### config.mk
export PLATFORM = sky130hd
export DESIGN_NAME = isometric_sprite_blitter_unit
export DESIGN_NICKNAME = d
export VERILOG_FILES = /design/src/hw/rtl/isbu_pkg.sv /design/src/hw/rtl/isbu_counter.sv /design/src/hw/rtl/isbu_calc.sv /design/src/hw/rtl/isbu_out_buf.sv /design/src/hw/rtl/isometric_sprite_blitter_unit.sv
export SDC_FILE = /design/constraint.sdc
export NUM_CORES = 1
export LEC_CHECK = 0
export ABC_CLOCK_PERIOD_IN_PS = 6200
export BUFFER_PORTS_ARGS = -buffer_cell sky130_fd_sc_hd__buf_2
export CORE_MARGIN = 4
export CORE_UTILIZATION = 40
export DETAILED_ROUTE_END_ITERATION = 7
export MAX_ROUTING_LAYER = met4
export PLACE_DENSITY = 0.57
export SYNTH_ARGS = -nofsm -noshare
export SYNTH_HDL_FRONTEND = slang
export SYNTH_SLANG_ARGS = --single-unit
### constraint.sdc
create_clock -name clk_i -period 6.2 [get_ports clk_i]
set_input_delay 0.62 -clock clk_i [delete_from_list [all_inputs] [get_ports clk_i]]
set_output_delay 0.62 -clock clk_i [all_outputs]
set_load 0.1 [all_outputs]
### src/hw/rtl/isbu_pkg.sv
`timescale 1ns / 1ps

package isbu_pkg;

  // Field widths
  localparam int unsigned ColorW  = 8;
  localparam int unsigned CoordW  = 14;
  localparam int unsigned DimW    = 10;
  localparam int unsigned TileColW = 8;
  localparam int unsigned TileRowW = 10;
  localparam int unsigned PosW    = CoordW + 2;  // signed working width of a coordinate

  // Stream widths
  localparam int unsigned InDataW  = 4 * ColorW;
  localparam int unsigned OutDataW = 56;          // 52 payload bits, zero padded to bytes

  // Register port
  localparam int unsigned ApbAddrW = 5;
  localparam int unsigned ApbDataW = 32;

  // Reset values of the sprite size
  localparam logic [DimW-1:0] SpriteWidthRst  = DimW'(64);
  localparam logic [DimW-1:0] SpriteHeightRst = DimW'(32);

  // Placement constants
  localparam logic [PosW-1:0] CellOffset = PosW'(32);

  typedef enum logic [2:0] {
    RegTileColumn   = 3'd0,
    RegTileRow      = 3'd1,
    RegSpriteWidth  = 3'd2,
    RegSpriteHeight = 3'd3,
    RegImageWidth   = 3'd4,
    RegImageHeight  = 3'd5,
    RegMapColumns   = 3'd6,
    RegMapRows      = 3'd7
  } reg_idx_e;

  typedef struct packed {
    logic [TileColW-1:0] tile_column;
    logic [TileRowW-1:0] tile_row;
    logic [DimW-1:0]     sprite_width;
    logic [DimW-1:0]     sprite_height;
    logic [CoordW-1:0]   image_width;
    logic [CoordW-1:0]   image_height;
    logic [TileColW-1:0] map_columns;
    logic [TileRowW-1:0] map_rows;
  } cfg_t;

  typedef struct packed {
    logic [DimW-1:0] col;
    logic [DimW-1:0] row;
    logic            done;
  } cnt_t;

  typedef struct packed {
    logic              write_enable;
    logic [CoordW-1:0] dest_x;
    logic [CoordW-1:0] dest_y;
    logic [ColorW-1:0] red;
    logic [ColorW-1:0] green;
    logic [ColorW-1:0] blue;
    logic              sprite_done;
  } res_t;

endpackage

### src/hw/rtl/isbu_counter.sv
`timescale 1ns / 1ps

module isbu_counter (
  input  logic                         clk_i,
  input  logic                         rst_ni,
  input  logic                         step_i,
  input  logic [isbu_pkg::DimW-1:0]    sprite_width_i,
  input  logic [isbu_pkg::DimW-1:0]    sprite_height_i,
  output isbu_pkg::cnt_t               cnt_o
);
  import isbu_pkg::*;

  logic [DimW-1:0] col_q, col_d, row_q, row_d;
  logic [DimW:0]   col_inc, row_inc;
  logic            last_col, last_row;

  // A zero size wraps on every step, same as a size of one.
  assign col_inc  = {1'b0, col_q} + (DimW+1)'(1);
  assign row_inc  = {1'b0, row_q} + (DimW+1)'(1);
  assign last_col = col_inc >= {1'b0, sprite_width_i};
  assign last_row = row_inc >= {1'b0, sprite_height_i};

  always_comb begin
    col_d = col_q;
    row_d = row_q;
    if (step_i) begin
      if (last_col) begin
        col_d = '0;
        row_d = last_row ? '0 : row_inc[DimW-1:0];
      end else begin
        col_d = col_inc[DimW-1:0];
      end
    end
  end

  always_ff @(posedge clk_i or negedge rst_ni) begin
    if (!rst_ni) begin
      col_q <= '0;
      row_q <= '0;
    end else begin
      col_q <= col_d;
      row_q <= row_d;
    end
  end

  assign cnt_o.col  = col_q;
  assign cnt_o.row  = row_q;
  assign cnt_o.done = last_col && last_row;

  a_wrap_after_done: assert property (@(posedge clk_i) disable iff (!rst_ni)
    step_i && cnt_o.done |=> col_q == '0 && row_q == '0)
    else $error("counters did not wrap after last pixel");

endmodule

### src/hw/rtl/isbu_calc.sv
`timescale 1ns / 1ps

module isbu_calc (
  input  isbu_pkg::cfg_t                  cfg_i,
  input  isbu_pkg::cnt_t                  cnt_i,
  input  logic [isbu_pkg::InDataW-1:0]    pixel_i,
  output isbu_pkg::res_t                  res_o
);
  import isbu_pkg::*;

  logic [CoordW-1:0]      base_x, base_y;
  logic signed [PosW-1:0] px, py;
  logic [ColorW-1:0]      red, green, blue, alpha;
  logic                   in_map, in_img, we;

  assign red   = pixel_i[ColorW-1:0];
  assign green = pixel_i[2*ColorW-1:ColorW];
  assign blue  = pixel_i[3*ColorW-1:2*ColorW];
  assign alpha = pixel_i[4*ColorW-1:3*ColorW];

  // Staggered tile origin: 64 per column, odd rows shifted right by 32, 16 per row.
  assign base_x = {cfg_i.tile_column, cfg_i.tile_row[0], 5'b0};
  assign base_y = {cfg_i.tile_row, 4'b0};

  // Centered horizontally, bottom aligned in the 32 pixel cell.
  assign px = $signed({2'b0, base_x}) + $signed(CellOffset)
            - $signed({(PosW-DimW+1)'(0), cfg_i.sprite_width[DimW-1:1]})
            + $signed({(PosW-DimW)'(0), cnt_i.col});
  assign py = $signed({2'b0, base_y}) + $signed(CellOffset)
            - $signed({(PosW-DimW)'(0), cfg_i.sprite_height})
            + $signed({(PosW-DimW)'(0), cnt_i.row});

  assign in_map = (cfg_i.tile_column <= cfg_i.map_columns) &&
                  (cfg_i.tile_row <= cfg_i.map_rows);
  assign in_img = !px[PosW-1] && !py[PosW-1] &&
                  (px < $signed({2'b0, cfg_i.image_width})) &&
                  (py < $signed({2'b0, cfg_i.image_height}));
  assign we = (alpha != '0) && in_map && in_img;

  always_comb begin
    res_o              = '0;
    res_o.sprite_done  = cnt_i.done;
    if (we) begin
      res_o.write_enable = 1'b1;
      res_o.dest_x       = px[CoordW-1:0];
      res_o.dest_y       = py[CoordW-1:0];
      res_o.red          = red;
      res_o.green        = green;
      res_o.blue         = blue;
    end
  end

endmodule

### src/hw/rtl/isbu_out_buf.sv
`timescale 1ns / 1ps

module isbu_out_buf (
  input  logic           clk_i,
  input  logic           rst_ni,
  input  logic           in_valid_i,
  output logic           in_ready_o,
  input  isbu_pkg::res_t in_res_i,
  output logic           out_valid_o,
  input  logic           out_ready_i,
  output isbu_pkg::res_t out_res_o
);
  import isbu_pkg::*;

  res_t out_q, out_d, skid_q, skid_d;
  logic out_vld_q, out_vld_d, skid_vld_q, skid_vld_d;
  logic in_acc, out_load;

  assign in_ready_o = !skid_vld_q;
  assign in_acc     = in_valid_i && in_ready_o;
  assign out_load   = !out_vld_q || out_ready_i;

  always_comb begin
    out_d      = out_q;
    out_vld_d  = out_vld_q;
    skid_d     = skid_q;
    skid_vld_d = skid_vld_q;
    if (out_load) begin
      if (skid_vld_q) begin
        out_d      = skid_q;
        out_vld_d  = 1'b1;
        skid_vld_d = 1'b0;
      end else begin
        out_d     = in_res_i;
        out_vld_d = in_acc;
      end
    end else if (in_acc) begin
      // Output is stalled: park the new item.
      skid_d     = in_res_i;
      skid_vld_d = 1'b1;
    end
  end

  always_ff @(posedge clk_i or negedge rst_ni) begin
    if (!rst_ni) begin
      out_vld_q  <= 1'b0;
      skid_vld_q <= 1'b0;
    end else begin
      out_vld_q  <= out_vld_d;
      skid_vld_q <= skid_vld_d;
    end
  end

  always_ff @(posedge clk_i) begin
    out_q  <= out_d;
    skid_q <= skid_d;
  end

  assign out_valid_o = out_vld_q;
  assign out_res_o   = out_q;

  a_skid_behind_out: assert property (@(posedge clk_i) disable iff (!rst_ni)
    skid_vld_q |-> out_vld_q)
    else $error("skid holds an item while output is empty");

endmodule

### src/hw/rtl/isometric_sprite_blitter_unit.sv
`timescale 1ns / 1ps

// Isometric sprite blitter.
// Input stream (s_axis): one RGBA sprite pixel per item, raster order. The
// block keeps its own column/row counters, so the first item after reset (or
// after the previous sprite's last pixel) is the sprite's top-left pixel.
// Output stream (m_axis): one item per input item, carrying the destination
// coordinates and color; tuser is the write enable, tlast marks the sprite's
// last pixel. When the write is disabled all tdata bits are zero.
// Register port (APB): tile position, sprite size, image size and map bounds
// at byte addresses 0, 4, ..., 28. Write registers only while the block is idle.
// Path: an accepted item goes to the output register, or to the skid stage while
// m_axis is stalled. Throughput: one item per cycle unless m_axis stalls; the
// placement math is a few narrow adds and compares feeding the output register.
// Stall: a one-entry skid stage behind the output register takes one more item
// while m_axis is stalled; s_axis_tready then drops until the output drains.
// Reset: counters clear, sprite size returns to 64x32, other registers to 0,
// both stream stages empty.
module isometric_sprite_blitter_unit (
  input  logic                             clk_i,
  input  logic                             rst_ni,
  // APB register port
  input  logic                             psel,
  input  logic                             penable,
  input  logic                             pwrite,
  input  logic [isbu_pkg::ApbAddrW-1:0]    paddr,
  input  logic [isbu_pkg::ApbDataW-1:0]    pwdata,
  output logic [isbu_pkg::ApbDataW-1:0]    prdata,
  output logic                             pready,
  // Sprite pixel input
  input  logic                             s_axis_tvalid,
  output logic                             s_axis_tready,
  input  logic [isbu_pkg::InDataW-1:0]     s_axis_tdata,  // src_red, src_green, src_blue, src_alpha
  // Placed pixel output
  output logic                             m_axis_tvalid,
  input  logic                             m_axis_tready,
  output logic [isbu_pkg::OutDataW-1:0]    m_axis_tdata,  // dest_x, dest_y, out_red, out_green,
                                                          // out_blue, zero pad
  output logic                             m_axis_tuser,  // write_enable
  output logic                             m_axis_tlast   // sprite_done
);
  import isbu_pkg::*;

  // Register values after reset
  localparam cfg_t CfgRst = {TileColW'(0), TileRowW'(0), SpriteWidthRst, SpriteHeightRst,
                             CoordW'(0), CoordW'(0), TileColW'(0), TileRowW'(0)};

  cfg_t     cfg_q, cfg_d;
  cnt_t     cnt;
  res_t     res_in, res_out;
  reg_idx_e reg_idx;
  logic     cfg_wr;
  logic     in_acc;

  assign pready  = 1'b1;
  assign reg_idx = reg_idx_e'(paddr[ApbAddrW-1:2]);
  assign cfg_wr  = psel && penable && pwrite && pready;

  always_comb begin
    cfg_d = cfg_q;
    if (cfg_wr) begin
      case (reg_idx)
        RegTileColumn:   cfg_d.tile_column   = pwdata[TileColW-1:0];
        RegTileRow:      cfg_d.tile_row      = pwdata[TileRowW-1:0];
        RegSpriteWidth:  cfg_d.sprite_width  = pwdata[DimW-1:0];
        RegSpriteHeight: cfg_d.sprite_height = pwdata[DimW-1:0];
        RegImageWidth:   cfg_d.image_width   = pwdata[CoordW-1:0];
        RegImageHeight:  cfg_d.image_height  = pwdata[CoordW-1:0];
        RegMapColumns:   cfg_d.map_columns   = pwdata[TileColW-1:0];
        RegMapRows:      cfg_d.map_rows      = pwdata[TileRowW-1:0];
        default:         cfg_d = cfg_q;
      endcase
    end
  end

  always_comb begin
    case (reg_idx)
      RegTileColumn:   prdata = ApbDataW'(cfg_q.tile_column);
      RegTileRow:      prdata = ApbDataW'(cfg_q.tile_row);
      RegSpriteWidth:  prdata = ApbDataW'(cfg_q.sprite_width);
      RegSpriteHeight: prdata = ApbDataW'(cfg_q.sprite_height);
      RegImageWidth:   prdata = ApbDataW'(cfg_q.image_width);
      RegImageHeight:  prdata = ApbDataW'(cfg_q.image_height);
      RegMapColumns:   prdata = ApbDataW'(cfg_q.map_columns);
      RegMapRows:      prdata = ApbDataW'(cfg_q.map_rows);
      default:         prdata = '0;
    endcase
  end

  always_ff @(posedge clk_i or negedge rst_ni) begin
    if (!rst_ni) begin
      cfg_q <= CfgRst;
    end else begin
      cfg_q <= cfg_d;
    end
  end

  assign in_acc = s_axis_tvalid && s_axis_tready;

  // Counters step on every accepted pixel; the result uses the pre-step values.
  isbu_counter u_counter (
    .clk_i           (clk_i),
    .rst_ni          (rst_ni),
    .step_i          (in_acc),
    .sprite_width_i  (cfg_q.sprite_width),
    .sprite_height_i (cfg_q.sprite_height),
    .cnt_o           (cnt)
  );

  isbu_calc u_calc (
    .cfg_i   (cfg_q),
    .cnt_i   (cnt),
    .pixel_i (s_axis_tdata),
    .res_o   (res_in)
  );

  isbu_out_buf u_out_buf (
    .clk_i       (clk_i),
    .rst_ni      (rst_ni),
    .in_valid_i  (s_axis_tvalid),
    .in_ready_o  (s_axis_tready),
    .in_res_i    (res_in),
    .out_valid_o (m_axis_tvalid),
    .out_ready_i (m_axis_tready),
    .out_res_o   (res_out)
  );

  assign m_axis_tdata = {4'b0, res_out.blue, res_out.green, res_out.red,
                         res_out.dest_y, res_out.dest_x};
  assign m_axis_tuser = res_out.write_enable;
  assign m_axis_tlast = res_out.sprite_done;

  a_disabled_zero: assert property (@(posedge clk_i) disable iff (!rst_ni)
    m_axis_tvalid && !m_axis_tuser |-> m_axis_tdata == '0)
    else $error("disabled write carries nonzero data");

  a_stall_only_when_full: assert property (@(posedge clk_i) disable iff (!rst_ni)
    !s_axis_tready |-> m_axis_tvalid && $past(m_axis_tvalid && !m_axis_tready))
    else $error("input stalled without a waiting output");

  a_item_reaches_output: assert property (@(posedge clk_i) disable iff (!rst_ni)
    in_acc |=> m_axis_tvalid)
    else $error("accepted item did not produce an output");

endmodule
Word-level counts from Yosys, hierarchy flattened --
Index checks and enable logic that the tools add are counted.
Storage, ports and cells: register bits 214, bits in read-only memories 0, bits in writable memories 0, bits in latches 0, output and inout bits 93, memories 0
Cells by class: reductions and logical operators 28, shifts and indexed selects 0, div/mod/pow operators 0, multiplexer cells 8, magnitude comparators 6, equality and inequality tests 7, multipliers 0, $add $sub $neg 8, bitwise logic cells 1
Operators with widths (count):
- $pmux 32 s8 | 1
- $mux 54 | 1
- $mux 53 | 1
- $add 16x11->16 | 2
- $lt 16x15->1 | 2
- $add 14x6->15 const B | 2
- $add 10x1->11 const B | 2
- $ge 11x10->1 | 2
- $mux 10 | 2
- $reduce_and 2->1 | 10
- $sub 16x10->16 | 1
- $sub 16x11->16 | 1
- $eq 3x3->1 const B | 4
- $le 10x10->1 | 1
- $logic_and 1x1->1 | 10
- $le 8x8->1 | 1
- $reduce_bool 8->1 | 1
- $eq 3x2->1 const B | 2
- $logic_not 1->1 | 4
- $eq 3x1->1 const B | 1
- $logic_not 3->1 | 1
- $mux 1 | 3
- $reduce_bool 2->1 | 1
- $logic_or 1x1->1 | 1
- $not 1->1 | 1

Longest topological paths before layout --
word-level depth 10, depth in mapped cells 25, mapped depth without buffers 24

Cells and area by module --
A second synthesis with hierarchy kept.
Unflattened totals: cells, all modules 1169, area total of the unflattened synthesis 13979.7 sq um
Modules (own cells, without submodules):
- isbu_calc | area an instance 4132.7 sq um, instances 1, cells each 490
- isometric_sprite_blitter_unit | area an instance 4125.2 sq um, instances 1, cells each 309
- isbu_out_buf | area an instance 4086.4 sq um, instances 1, cells each 176
- isbu_counter | area an instance 1635.3 sq um, instances 1, cells each 194

Worst setup path before layout --
No wires, ideal clock.
kind register to register, start reg u_out_buf.out_vld_q, in the netlist u_out_buf.out_valid_o, end reg u_out_buf.skid_q[0] (netlist name) (enable), required time 5.734 ns, buffers on the path 0, stages on the path, launching flop included 3, data arrival time 4.869 ns, library setup time 0.466 ns, period minus slack after synthesis 5.336 ns, path slack 0.864 ns, cells stage by stage dfrtp_1 > nand2b_1 > nor2_1
Between the ends: cells in the longest elaborated chain, start to end 4
Ends and longest elaborated chain:
- start, declared | line isbu_out_buf.sv:16 | logic out_vld_q, out_vld_d, skid_vld_q, skid_vld_d;
- start signal, assigned | line isbu_out_buf.sv:49 | out_vld_q <= out_vld_d;
- $logic_not 1->1 | line isbu_out_buf.sv:21 | assign out_load = !out_vld_q || out_ready_i;
- $logic_or 1x1->1 | line isbu_out_buf.sv:21
- $not 1->1 (no line)
- $reduce_and 2->1 (no line)
- end signal, assigned | line isbu_out_buf.sv:56 | skid_q <= skid_d;
- end, declared | line isbu_out_buf.sv:15 | res_t out_q, out_d, skid_q, skid_d;
Every way passes these cells. A chain may end at the register's enable or synchronous reset.

Worst setup path after layout --
start reg cfg_q[67] (netlist name), end reg u_out_buf.out_q, in the netlist u_out_buf.out_res_o[52] (data pin)
Between the ends: cells in the longest elaborated chain, start to end 10
Ends and longest elaborated chain:
- start, declared | line isometric_sprite_blitter_unit.sv:48 | cfg_t cfg_q, cfg_d;
- start signal, assigned | line isometric_sprite_blitter_unit.sv:92 | cfg_q <= CfgRst;
- start signal, assigned | line isometric_sprite_blitter_unit.sv:94 | cfg_q <= cfg_d;
- branches (longest 7 deep; another with $sub 16x11->16)
- $logic_and 1x1->1 (*) | line isbu_calc.sv:38 | assign we = (alpha != '0) && in_map && in_img;
- $mux 53 (*) | line isbu_calc.sv:43 | if (we) begin
- $mux 54 (*) | line isbu_out_buf.sv:29 | if (skid_vld_q) begin
- end signal, assigned | line isbu_out_buf.sv:55 | out_q <= out_d;
- end, declared | line isbu_out_buf.sv:15
Mark *: on every way between the ends.

==> results by group <==
Run status
  – Status: complete, no violations

Clocking
  – Clk Latency, worst-skew pair: 0.53 ns
  – TritonCTS Sinks: 214
  – Root Buffer: clkbuf_16
  – Htree depth: 1
  – Clk pin slew, worst setup/hold paths: 0.06 ns
  – Total CTS buffers: 26
  – Clock Tree Buf Depth: 3
  – CTS tree: built

Worst setup path
  – Most frequent cell on the critical path: ha_1
  – Largest delay share family, worst path: compound AO/OA/AOI/OAI gates
  – Critical path type: reg2reg
  – Max stage delay on crit path: approximately 0.56 ns
  – Worst EP arrival: 6.12 ns
  – Stages on worst setup path: 18
  – Worst path required time: 6.55 ns
  – FF-to-FF path depth: 18
  – Reg2Reg Launch Point: cfg_q[67]
  – Flop-to-flop setup slack: 0.43 ns
  – Startpoint class of the critical path: register
  – Setup crit end kind: register
  – CP cell instances: ha_1 -> xor2_1 -> fa_1 -> ha_1 -> or4_1 -> a41o_1 -> o41ai_2 -> xor2_1 -> inv_1 -> ha_1 -> a221oi_1 -> o221ai_1 -> a2111oi_1 -> nand4_1 -> a211oi_2 -> nand3_4 -> buf_12 -> o31ai_1
  – Slowest cell on the critical path: or4_1
  – Crit Path Max Fanout: 104
  – CP bufs+invs: 2
  – R2r endpoint: u_out_buf.out_res_o[52]

Synthesis
  – Most common cell in the netlist: nand2_1
  – Post-synthesis register bit count: 214
  – Synth cell types: 67
  – Synth warnings: 0
  – Sequential share of the synthesized area: 44.9%
  – Post-Syn Area: 13100 um2
  – Post-Syn Area per Cell: 9.93 um2
  – Main synth FF type: edfxtp_1
  – Syn Inst Count: 1323
  – Synth area leader: edfxtp_1
  – Async SR Flop Fraction: between 40% and 50%
  – Post-synth top area share: 24.7%
  – Post-synth EDFFs: 108
  – Top cells by count, synth: nand2_1 (154), inv_1 (151), edfxtp_1 (108), ha_1 (106), nor2_1 (105)
  – Main area contributors after synthesis: edfxtp_1 (25%), dfrtp_1 (20%), ha_1 (10%), nand2_1 (4.4%), inv_1 (4.3%)

Place
  – Placed Cells: about 1.8k
  – Hpwl dp: roughly 24000 um
  – PortBufs: 125
  – Gp weighted congestion: 0.855
  – Place WS: approximately 0.34 ns

Pwr
  – Leakage: 6.91 nW
  – Peak VDD IR: approximately 220 uV
  – P per Cell Area: 430 nW/um2

Route
  – Post-DRT Antenna Nets: 0
  – # DRC: 0
  – Vias: 9788
  – Routed wire per std cell: 17.4 um
  – Vias/cell: 5.16
  – Initial drt markers: between 600 and 700
  – DRT Pass-1 Iters: 5
  – Routed wire length: 33000 um

Final layout
  – Fill cell count: 3085
  – Post-Layout Cell Count: 1896
  – Nets: ~1.6k
  – Area Growth Syn to Fin: 14.5%
  – Share of layout cells above drive strength 1: 16.9%
  – Multi-input logic area: about 6400 um2
  – FF+latch area: 5900 um2

STA
  – Tcrit/Tclk final: ~93%
  – Unrepaired setup endpoints after global routing: false
  – Worst-Margin Slew: 1.17 ns
  – PnR worst setup slack: 0.428 ns
  – Max Freq: 173 MHz
  – Fin. Hold Viols: 0
  – Setup violators final: 0
  – Final Max Tran Viols: 0
  – Fin crit period: 5.77 ns
  – Final hold slack: around 0.033 ns
  – Layout Skew: 0.0137 ns
  – Setup TNS: 0 ns
  – Max transition margin: a little over a fifth

GRT
  – First-pass GRT wire length: ~53000 um
  – Largest net degree at the start of global routing: about 110
  – Gr ovfl total: 0
  – Initial antenna violation count: 1
  – Vias in the first global route: around 9.5k
  – Total global-route track usage: 18.7%

Job
  – Maxcap violations: 0

Floorplanning
  – Die height: 189 um
  – Initial core utilization: between 40% and 50%
  – Die Area: about 36000 um2
  – # IOs: 169
  – FP Rows: 66
  – CORE AREA: ~32000 um2
  – Die W: between 150 and 200 um

Worst hold path
  – HP Class: in2async
[cell type report]
type                       count  area share [%]
antenna                        1          0.0166
timing repair buffer         135            4.75
sequential                   214            39.2
clock inverter                11            1.10
clock buffer                  35            4.75
multi-input combinational    906            42.7
tap                          442            3.67
inverter                     152            3.79
[stage by stage]
step / area (um2) / total power, W / utilization (%)
after global placement: 14200 / 0.00484 / 43.6
after CTS: 15000 / 0.00652 / 46.3
after floorplan: 13200 / 0.00414 / -
after global routing: 15100 / 0.00696 / 46.4
after detailed placement: 14200 / 0.00490 / 43.6
final: 15100 / 0.00648 / 46.4
[sequential cells by signal, indices dropped and copies added (netlist names)]
name	cells
cfg_q	84
u_out_buf.out_res_o	54
u_out_buf.skid_q	54
u_counter.col_q	10
u_counter.row_q	10
u_out_buf.out_valid_o	1
u_out_buf.skid_vld_q	1
[worst max-delay path by stage]
stage                     startpoint                       to  slack, ns
2_1_floorplan  u_out_buf.out_valid_o      u_out_buf.skid_q[0]       0.86
3_3_place_gp               cfg_q[66]  u_out_buf.out_res_o[49]       0.36
3_5_place_dp               cfg_q[66]  u_out_buf.out_res_o[11]       0.34
4_1_cts                    cfg_q[66]  u_out_buf.out_res_o[11]       0.28
5_1_grt                    cfg_q[67]  u_out_buf.out_res_o[49]       0.02
6_report                   cfg_q[67]  u_out_buf.out_res_o[52]       0.43
[repair_timing]
| item | in CTS | in global routing |
|---|---|---|
| gates resized for setup | 0 | 5 |
| hold buffers | 0 | 0 |
| endpoints found under the setup margin | 0 | 77 |
| setup buffers | 0 | 0 |
[cells in the final DEF (no fill, tap or decap), types with 8 or more instances in the layout]
cell type,count
mux2i_1,11
nor2_1,104
edfxtp_1,108
o31ai_1,47
buf_4,10
xor2_1,24
nand3_1,26
nor3_1,9
nand4_1,14
a21o_1,19
and3_1,14
buf_2,124
o21ai_0,89
fa_1,12
and2_1,8
inv_1,151
ha_1,106
clkbuf_16,27
o31ai_4,8
nor2b_1,12
xnor2_1,27
dfrtp_1,101
nand2_1,154
a21oi_1,46
nand2b_1,11
mux2_2,36
conb_1,23
a22o_1,8
[per-layer routing]
metal	global-route usage (%)	vias to the layer above	part of all wire (%)
li1	-	4820	-
met1	27.1	4646	49
met2	27.9	282	43
met3	3.28	40	6.8
met4	3.45	0	1.5
met5	-	-	0
[where the power goes]
part | internal [W] | total [W] | switching [W]
Combinational | 0.00102 | 0.00301 | 0.00199
Sequential | 0.00171 | 0.00189 | 0.000176
Clock | 0.000973 | 0.00158 | 0.000603
Total | 0.00371 | 0.00648 | 0.00277
[kinds of logic (layout without fill, tap and decap cells)]
group,count (synthesis),after routing,synth area share [%]
xor+xnor,52,52,3.47
fa+ha+maj,118,118,11.9
compound gates,285,285,15.0
flops,214,214,44.9
simple gates,377,377,12.9
buf+inv,224,333,7.17
other cells,2,24,0.0571
mux,51,51,4.61
No activity file was read; power rests on OpenSTA's default activity.
